### config.mk
export PLATFORM = sky130hd
export DESIGN_NAME = actuator_command_frame_packer
export DESIGN_NICKNAME = d
export VERILOG_FILES = /design/src/sv/acfp_pkg.sv /design/src/sv/acfp_front.sv /design/src/sv/acfp_scale.sv /design/src/sv/actuator_command_frame_packer.sv
export SDC_FILE = /design/constraint.sdc
export NUM_CORES = 2
export LEC_CHECK = 0
export BUFFER_PORTS_ARGS = -buffer_cell sky130_fd_sc_hd__buf_2
export CORE_MARGIN = 5
export CORE_UTILIZATION = 37
export DETAILED_ROUTE_END_ITERATION = 12
export PLACE_DENSITY = 0.49
export SLEW_MARGIN = 20
export SYNTH_ARGS = -nofsm -noshare
export SYNTH_HDL_FRONTEND = slang
export SYNTH_SLANG_ARGS = --single-unit
### constraint.sdc
create_clock -name clk -period 7.4 [get_ports clk]
set_input_delay 1.85 -clock clk [delete_from_list [all_inputs] [get_ports clk]]
set_output_delay 1.85 -clock clk [all_outputs]
set_load 0.01 [all_outputs]
### src/sv/acfp_pkg.sv
package acfp_pkg;

	// Field and register widths.
	localparam int unsigned FIELD_W = 16;
	localparam int unsigned ID_W    = 7;
	localparam int unsigned MODE_W  = 2;
	localparam int unsigned INDEX_W = 2;
	localparam int unsigned DATA_W  = 7;

	// Control mode codes.
	localparam logic [MODE_W-1:0] MODE_POSITION = 2'd0;
	localparam logic [MODE_W-1:0] MODE_VELOCITY = 2'd1;
	localparam logic [MODE_W-1:0] MODE_TORQUE   = 2'd2;

	// Register indexes on the write port.
	localparam logic [INDEX_W-1:0] REG_CONTROL_MODE  = 2'd0;
	localparam logic [INDEX_W-1:0] REG_DRIVE_ENABLED = 2'd1;
	localparam logic [INDEX_W-1:0] REG_TRANSMIT_HOLD = 2'd2;
	localparam logic [INDEX_W-1:0] REG_TARGET_ID     = 2'd3;

	localparam logic [ID_W-1:0] TARGET_ID_RESET = 7'd1;

	// One lane per packed field, in frame order.
	localparam int unsigned NUM_LANES = 5;
	localparam int unsigned LANE_POS  = 0;
	localparam int unsigned LANE_VEL  = 1;
	localparam int unsigned LANE_KP   = 2;
	localparam int unsigned LANE_KD   = 3;
	localparam int unsigned LANE_TRQ  = 4;

	// Datapath widths of the scaling lanes.
	localparam int unsigned RAW_W       = FIELD_W + 1;
	localparam int unsigned OFF_W       = 16;
	localparam int unsigned CONST_W     = 17;
	localparam int unsigned NUM_W       = 33;
	localparam int unsigned RECIP_W     = 19;
	localparam int unsigned PROD_W      = NUM_W + RECIP_W;
	localparam int unsigned RECIP_SHIFT = 34;
	localparam int unsigned CODE_W      = 16;
	localparam int unsigned SHORT_W     = 12;

	// Protocol limits in the input field's own fixed-point units.
	localparam int LANE_LO [NUM_LANES] = '{-25736, -30720, 0, 0, -18432};
	localparam int LANE_HI [NUM_LANES] = '{25736, 30720, 32000, 25600, 18432};

	// Full-scale code of each lane.
	localparam int unsigned LANE_FULL [NUM_LANES] = '{65535, 4095, 4095, 4095, 4095};

	// Span of each lane, and the rounding divisor of twice the span.
	localparam int unsigned LANE_SPAN [NUM_LANES] = '{51472, 61440, 32000, 25600, 36864};
	localparam int unsigned LANE_DIV [NUM_LANES] = '{102944, 122880, 64000, 51200, 73728};

	// Reciprocals of the divisors, rounded down, scaled by two to the RECIP_SHIFT.
	localparam longint unsigned LANE_RECIP [NUM_LANES] = '{
		(64'd1 << RECIP_SHIFT) / 64'd102944,
		(64'd1 << RECIP_SHIFT) / 64'd122880,
		(64'd1 << RECIP_SHIFT) / 64'd64000,
		(64'd1 << RECIP_SHIFT) / 64'd51200,
		(64'd1 << RECIP_SHIFT) / 64'd73728
	};

	typedef struct packed {
		logic signed [FIELD_W-1:0] position_cmd;
		logic signed [FIELD_W-1:0] velocity_cmd;
		logic [FIELD_W-1:0]        stiffness_gain;
		logic [FIELD_W-1:0]        damping_gain;
		logic signed [FIELD_W-1:0] torque_cmd;
	} setpoint_t;

	typedef struct packed {
		logic [63:0]     frame_payload;
		logic [ID_W-1:0] dest_id;
	} result_t;

	typedef struct packed {
		logic [MODE_W-1:0] control_mode;
		logic              drive_enabled;
		logic              transmit_hold;
		logic [ID_W-1:0]   target_id;
	} cfg_t;

	typedef logic [NUM_LANES-1:0][OFF_W-1:0]  lane_off_t;
	typedef logic [NUM_LANES-1:0][CODE_W-1:0] lane_code_t;

endpackage

### src/sv/acfp_front.sv
module acfp_front (
	input  logic                    clk,
	input  logic                    arst_n,
	input  logic                    accept,
	input  acfp_pkg::cfg_t          cfg,
	input  acfp_pkg::setpoint_t     setpoint,
	output logic                    valid_s1,
	output acfp_pkg::lane_off_t     off_s1,
	output logic [acfp_pkg::ID_W-1:0] id_s1
);
	import acfp_pkg::*;

	logic signed [RAW_W-1:0] raw [NUM_LANES];
	lane_off_t               off_d;
	logic                    keep_pos;
	logic                    keep_vel;
	logic                    keep_kp;
	logic                    keep_kd;
	logic                    keep_trq;

	always_comb begin
		keep_pos = 1'b0;
		keep_vel = 1'b0;
		keep_kp  = 1'b0;
		keep_kd  = 1'b0;
		keep_trq = 1'b0;
		case (cfg.control_mode)
			MODE_POSITION: begin
				keep_pos = 1'b1;
				keep_kp  = 1'b1;
				keep_kd  = 1'b1;
			end
			MODE_VELOCITY: begin
				keep_vel = 1'b1;
				keep_kd  = 1'b1;
			end
			MODE_TORQUE: begin
				keep_trq = 1'b1;
			end
			default: begin
			end
		endcase
	end

	// Fields the mode drops are treated as value zero, which still yields a code.
	always_comb begin
		raw[LANE_POS] = keep_pos ?
			{setpoint.position_cmd[FIELD_W-1], setpoint.position_cmd} : '0;
		raw[LANE_VEL] = keep_vel ?
			{setpoint.velocity_cmd[FIELD_W-1], setpoint.velocity_cmd} : '0;
		raw[LANE_KP]  = keep_kp ? {1'b0, setpoint.stiffness_gain} : '0;
		raw[LANE_KD]  = keep_kd ? {1'b0, setpoint.damping_gain} : '0;
		raw[LANE_TRQ] = keep_trq ?
			{setpoint.torque_cmd[FIELD_W-1], setpoint.torque_cmd} : '0;
	end

	for (genvar lane = 0; lane < NUM_LANES; lane++) begin : g_clamp
		localparam logic signed [RAW_W-1:0] LO = RAW_W'(LANE_LO[lane]);
		localparam logic signed [RAW_W-1:0] HI = RAW_W'(LANE_HI[lane]);

		logic signed [RAW_W-1:0] clamped;
		logic [RAW_W-1:0]        diff;

		always_comb begin
			if (raw[lane] < LO) begin
				clamped = LO;
			end else if (raw[lane] > HI) begin
				clamped = HI;
			end else begin
				clamped = raw[lane];
			end
		end

		// Offset from the lower limit never exceeds the span, so it fits OFF_W bits.
		assign diff        = clamped - LO;
		assign off_d[lane] = diff[OFF_W-1:0];
	end

	always_ff @(posedge clk or negedge arst_n) begin
		if (!arst_n) begin
			valid_s1 <= 1'b0;
		end else begin
			valid_s1 <= accept && cfg.drive_enabled && !cfg.transmit_hold;
		end
	end

	always_ff @(posedge clk) begin
		off_s1 <= off_d;
		id_s1  <= cfg.target_id;
	end

endmodule

### src/sv/acfp_scale.sv
module acfp_scale (
	input  logic                      clk,
	input  logic                      arst_n,
	input  logic                      valid_s1,
	input  acfp_pkg::lane_off_t       off_s1,
	input  logic [acfp_pkg::ID_W-1:0] id_s1,
	output logic                      valid_s5,
	output acfp_pkg::lane_code_t      code,
	output logic [acfp_pkg::ID_W-1:0] id_s5
);
	import acfp_pkg::*;

	logic            valid_s2;
	logic            valid_s3;
	logic            valid_s4;
	logic [ID_W-1:0] id_s2;
	logic [ID_W-1:0] id_s3;
	logic [ID_W-1:0] id_s4;

	// Each lane computes floor((off * 2F + S) / 2S): numerator, reciprocal estimate,
	// back-multiplication, then a single correction step.
	for (genvar lane = 0; lane < NUM_LANES; lane++) begin : g_lane
		localparam logic [CONST_W-1:0] TWICE_FULL = CONST_W'(2 * LANE_FULL[lane]);
		localparam logic [CONST_W-1:0] SPAN       = CONST_W'(LANE_SPAN[lane]);
		localparam logic [CONST_W-1:0] DIV        = CONST_W'(LANE_DIV[lane]);
		localparam logic [RECIP_W-1:0] RECIP      = RECIP_W'(LANE_RECIP[lane]);

		logic [NUM_W-1:0]  num_s2;
		logic [NUM_W-1:0]  num_s3;
		logic [NUM_W-1:0]  num_s4;
		logic [PROD_W-1:0] prod;
		logic [CODE_W-1:0] est_s3;
		logic [CODE_W-1:0] est_s4;
		logic [NUM_W-1:0]  back_s4;
		logic [NUM_W-1:0]  rem;
		logic [CODE_W-1:0] code_s5;

		// The reciprocal is rounded down and the numerator stays below two to the
		// shift, so the estimate is the true quotient or one short of it.
		assign prod = PROD_W'(num_s2) * PROD_W'(RECIP);
		assign rem  = num_s4 - back_s4;

		always_ff @(posedge clk) begin
			num_s2  <= NUM_W'(off_s1[lane]) * NUM_W'(TWICE_FULL) + NUM_W'(SPAN);
			num_s3  <= num_s2;
			est_s3  <= prod[RECIP_SHIFT +: CODE_W];
			num_s4  <= num_s3;
			est_s4  <= est_s3;
			back_s4 <= NUM_W'(est_s3) * NUM_W'(DIV);
			code_s5 <= est_s4 + CODE_W'(rem >= NUM_W'(DIV));
		end

		assign code[lane] = code_s5;
	end

	always_ff @(posedge clk or negedge arst_n) begin
		if (!arst_n) begin
			valid_s2 <= 1'b0;
			valid_s3 <= 1'b0;
			valid_s4 <= 1'b0;
			valid_s5 <= 1'b0;
		end else begin
			valid_s2 <= valid_s1;
			valid_s3 <= valid_s2;
			valid_s4 <= valid_s3;
			valid_s5 <= valid_s4;
		end
	end

	always_ff @(posedge clk) begin
		id_s2 <= id_s1;
		id_s3 <= id_s2;
		id_s4 <= id_s3;
		id_s5 <= id_s4;
	end

`ifndef SYNTHESIS
	a_valid_travels: assert property (@(posedge clk) disable iff (!arst_n)
		$past(arst_n, 4) |-> valid_s5 == $past(valid_s1, 4))
		else $error("valid bit lost or duplicated in the scaling pipeline");

	a_short_codes_fit: assert property (@(posedge clk) disable iff (!arst_n)
		valid_s5 |-> (code[LANE_VEL][CODE_W-1:SHORT_W] == '0)
			&& (code[LANE_KP][CODE_W-1:SHORT_W] == '0)
			&& (code[LANE_KD][CODE_W-1:SHORT_W] == '0)
			&& (code[LANE_TRQ][CODE_W-1:SHORT_W] == '0))
		else $error("twelve-bit code overflowed its field");
`endif

endmodule

### src/sv/actuator_command_frame_packer.sv
// An accepted request, when the drive is enabled and transmit hold is clear, yields its
// frame on result, with done high for one cycle, once it has passed registers s1 to s5.
// Throughput: one request per cycle; busy is always low and the five-stage pipeline of
// clamp, numerator, reciprocal multiply, back-multiply and correction never stalls.
// Reset clears the pipeline valid bits and returns the registers to their defaults.
module actuator_command_frame_packer (
	input  logic                         clk,
	input  logic                         arst_n,
	input  logic                         start,
	output logic                         busy,
	input  acfp_pkg::setpoint_t          setpoint,
	output logic                         done,
	output acfp_pkg::result_t            result,
	input  logic                         wr_en,
	input  logic [acfp_pkg::INDEX_W-1:0] wr_index,
	input  logic [acfp_pkg::DATA_W-1:0]  wr_data
);
	import acfp_pkg::*;

	cfg_t            cfg_q;
	logic            accept;
	logic            valid_s1;
	lane_off_t       off_s1;
	logic [ID_W-1:0] id_s1;
	lane_code_t      code;
	logic [ID_W-1:0] id_s5;

	assign busy   = 1'b0;
	assign accept = start && !busy;

	always_ff @(posedge clk or negedge arst_n) begin
		if (!arst_n) begin
			cfg_q.control_mode  <= MODE_POSITION;
			cfg_q.drive_enabled <= 1'b0;
			cfg_q.transmit_hold <= 1'b0;
			cfg_q.target_id     <= TARGET_ID_RESET;
		end else if (wr_en) begin
			case (wr_index)
				REG_CONTROL_MODE:  cfg_q.control_mode  <= wr_data[MODE_W-1:0];
				REG_DRIVE_ENABLED: cfg_q.drive_enabled <= wr_data[0];
				REG_TRANSMIT_HOLD: cfg_q.transmit_hold <= wr_data[0];
				REG_TARGET_ID:     cfg_q.target_id     <= wr_data[ID_W-1:0];
				default: begin
				end
			endcase
		end
	end

	acfp_front u_front (
		.clk      (clk),
		.arst_n   (arst_n),
		.accept   (accept),
		.cfg      (cfg_q),
		.setpoint (setpoint),
		.valid_s1 (valid_s1),
		.off_s1   (off_s1),
		.id_s1    (id_s1)
	);

	acfp_scale u_scale (
		.clk      (clk),
		.arst_n   (arst_n),
		.valid_s1 (valid_s1),
		.off_s1   (off_s1),
		.id_s1    (id_s1),
		.valid_s5 (done),
		.code     (code),
		.id_s5    (id_s5)
	);

	// Big-endian frame: position takes the top two bytes, the rest twelve bits each.
	always_comb begin
		result.frame_payload = {
			code[LANE_POS],
			code[LANE_VEL][SHORT_W-1:0],
			code[LANE_KP][SHORT_W-1:0],
			code[LANE_KD][SHORT_W-1:0],
			code[LANE_TRQ][SHORT_W-1:0]
		};
		result.dest_id = id_s5;
	end

`ifndef SYNTHESIS
	a_frame_follows_request: assert property (@(posedge clk) disable iff (!arst_n)
		$past(arst_n, 5) |->
			done == $past(accept && cfg_q.drive_enabled && !cfg_q.transmit_hold, 5))
		else $error("frame emitted without an enabled request five cycles earlier");
`endif

endmodule
==> results.json <==
{
  "async_flop_share_pct": 2.03,
  "status": "finished clean",
  "io_pins": 166,
  "cts.sinks": 788,
  "wl_per_cell_um": 16.5,
  "nets": 11600,
  "start_util_pct": 37.2,
  "regToRegStartpoint": "u_front.off_s1[0]",
  "cts_buffers": 100,
  "worstPathRequired_ns": 8.03,
  "finalCritPeriodShare_pct": 92.5,
  "fp.dieArea_sq_um": 244000,
  "drc": 0,
  "holdPathStages": 0,
  "ant_nets": 0,
  "totalWireLength_mm": 196,
  "drive_above_1_share_pct": 4.74,
  "ys_ff_latch": 788,
  "synthFlopType": "dfxtp_1",
  "antenna_found_initial": 2,
  "max_slew_margin_pct": 33.5,
  "crit_type": "register to register",
  "syn2layout_area_growth_pct": 9.71,
  "preCtsSetupSlack_ns": 0.483,
  "fp.dieW_um": 494,
  "seq_area_frac_synth_pct": 18.3,
  "worst_hold_path_type": "register to register",
  "start_kind": "register",
  "die_y_um": 494,
  "holdBufCountCts": 0,
  "via_count": 55200,
  "dr.first_iter.drc_count": 1960,
  "finalSetupViolCount": 0,
  "cts_setup_buffers": 0,
  "clock_latency_ns": 0.77,
  "fin_crit_ns": 6.85,
  "clock.fmax_mhz": 146,
  "path_clk_slew_ns": 0.06,
  "hold_viol_final": 0,
  "gp_congestion": 0.876,
  "first_pass_iters": 5,
  "clock-root-buffer": "clkbuf_16",
  "dpl_cell_area_sq_um": 91500,
  "cts_tree": "done",
  "overflow": 0,
  "synth-edff-count": 0,
  "min_from": "u_scale.g_lane[1].num_s3[27]",
  "worstMarginPinSlew_ns": 0.996,
  "design_area_sq_um": 95100,
  "ctsResizeCount": 0,
  "r2r_slack_ns": 0.55,
  "syn_inst": 8393,
  "maxCapViolations": 0,
  "routed_via_density": 4.65,
  "rsz0062_at_grt": "false",
  "setup_ws_ns": 0.555,
  "htree_levels": 3,
  "dpl.hpwl_mm": 171,
  "ys_warn_count": 0,
  "drv_slew": 0,
  "cp.arrival_ns": 7.47,
  "setup-tns-final_ns": 0,
  "reg2reg_depth": 22,
  "grt_pass1_wl_mm": 325,
  "ys_types": 95,
  "io_buffers": 164,
  "syn_avg_cell_area_sq_um": 10.3,
  "synth_area_sq_um": 86700,
  "clock_path_buffers": 3,
  "end_kind": "register",
  "crit_fanout": 11,
  "grt_pass1_vias": 60400,
  "grt_max_degree": 17,
  "r2r-end": "u_scale.g_lane[0].num_s2[32]",
  "fp-row-count": 177,
  "hold_end": "u_scale.g_lane[1].num_s4[27]",
  "grt_usage_pct": 16.5,
  "most-common-layout-cells": "inv_1, ha_1, fa_1",
  "final_common_cell": "inv_1",
  "core_sq_um": 233000,
  "skew_ns": 0.0730
}
-- Yosys cell counts (all sizes together), types with 62 or more instances --
cell type / number / area (sq um)
inv: 2023 / 7590
ha: 1533 / 19200
fa: 1351 / 27000
dfxtp: 772 / 15500
a21oi: 304 / 1530
xnor2: 301 / 2640
nor2: 271 / 1020
nand2: 232 / 871
o21ai: 207 / 1040
xor2: 151 / 1320
a21o: 145 / 1090
nand3: 98 / 490
nor3: 92 / 460
and2: 67 / 419
o21a: 67 / 505
nor2b: 65 / 414
nand2b: 62 / 388
-- kinds of logic after synthesis --
group	share of synthesized area, %
xor gates and xnor gates	4.59
adders and majority gates	53.3
other	0.00433
muxes	0.286
buffers and inverters	8.90
AOI/OAI and AO/OA	8.10
DFF	18.3
and+or+nand+nor	6.50
-- worst max path at each step --
stage                            startpoint                           end  depth (start not counted)
2_1_floorplan  u_scale.g_lane[0].num_s2[20]  u_scale.g_lane[0].est_s3[15]                         20
3_5_place_dp   u_scale.g_lane[0].num_s2[15]  u_scale.g_lane[0].est_s3[15]                         20
5_1_grt                  u_front.off_s1[13]  u_scale.g_lane[0].num_s2[31]                         21
3_3_place_gp   u_scale.g_lane[0].num_s2[15]  u_scale.g_lane[0].est_s3[15]                         20
4_1_cts        u_scale.g_lane[0].num_s2[19]  u_scale.g_lane[0].est_s3[15]                         20
6_report                  u_front.off_s1[0]  u_scale.g_lane[0].num_s2[32]                         22
-- registers in the layout (all words and copies together) (netlist names), 11 cells and up --
| register | flops |
|---|---|
| u_scale.g_lane.num_s2 | 148 |
| u_scale.g_lane.num_s3 | 102 |
| u_scale.g_lane.num_s4 | 102 |
| u_scale.g_lane.back_s4 | 99 |
| u_front.off_s1 | 80 |
| u_scale.g_lane.est_s3 | 78 |
| u_scale.g_lane.code_s5 | 64 |
| u_scale.g_lane.est_s4 | 64 |
| cfg_q | 11 |
-- metal layers --
metal	routed length (um)	GRT usage [%]	part of all wire [%]
met1	95600	23.4	49
met2	90500	27.1	46
met3	5470	2.04	2.8
met4	4320	3.63	2.2
met5	0	0	0
-- layout make-up --
cell class | count | area [sq um]
clock inverter | 63 | 927
multi-input combinational | 5553 | 63100
clock buffer | 123 | 2710
antenna | 3 | 7.51
fill | 22700 | 138000
inverter | 2023 | 7590
timing repair buffer | 183 | 963
tap | 3132 | 3920
sequential | 788 | 15900
-- per-stage QoR --
step / hold WS, ns / std cells / util, %
final: 0.312 / 11900 / 40.8
after global routing: 0.321 / 11900 / 40.8
after CTS: 0.304 / 11900 / 40.8
after detailed placement: 0.312 / 11700 / 39.3
after global placement: 0.310 / 11700 / 39.3
after floorplan: 0.310 / 8395 / -
-- worst max-delay path: stages (launching register included) --
cell and delay [ns]:
dfxtp_1 0.48, inv_1 0.11, fa_1 0.54, xnor2_1 0.24
ha_1 0.23, or2_2 0.34, fa_1 0.52, fa_1 0.52
fa_1 0.54, inv_1 0.05, fa_1 0.52, inv_1 0.04
ha_1 0.47, nand2_1 0.12, o31a_1 0.37, a21oi_1 0.41
nor2_1 0.10, o21ai_1 0.29, a21oi_1 0.14, o211ai_1 0.19
a21oi_1 0.10, xnor2_1 0.33, xnor2_1 0.12
Power is not shown: default switching activity piles up to over one toggle a cycle in this logic, so the estimate is an artifact.
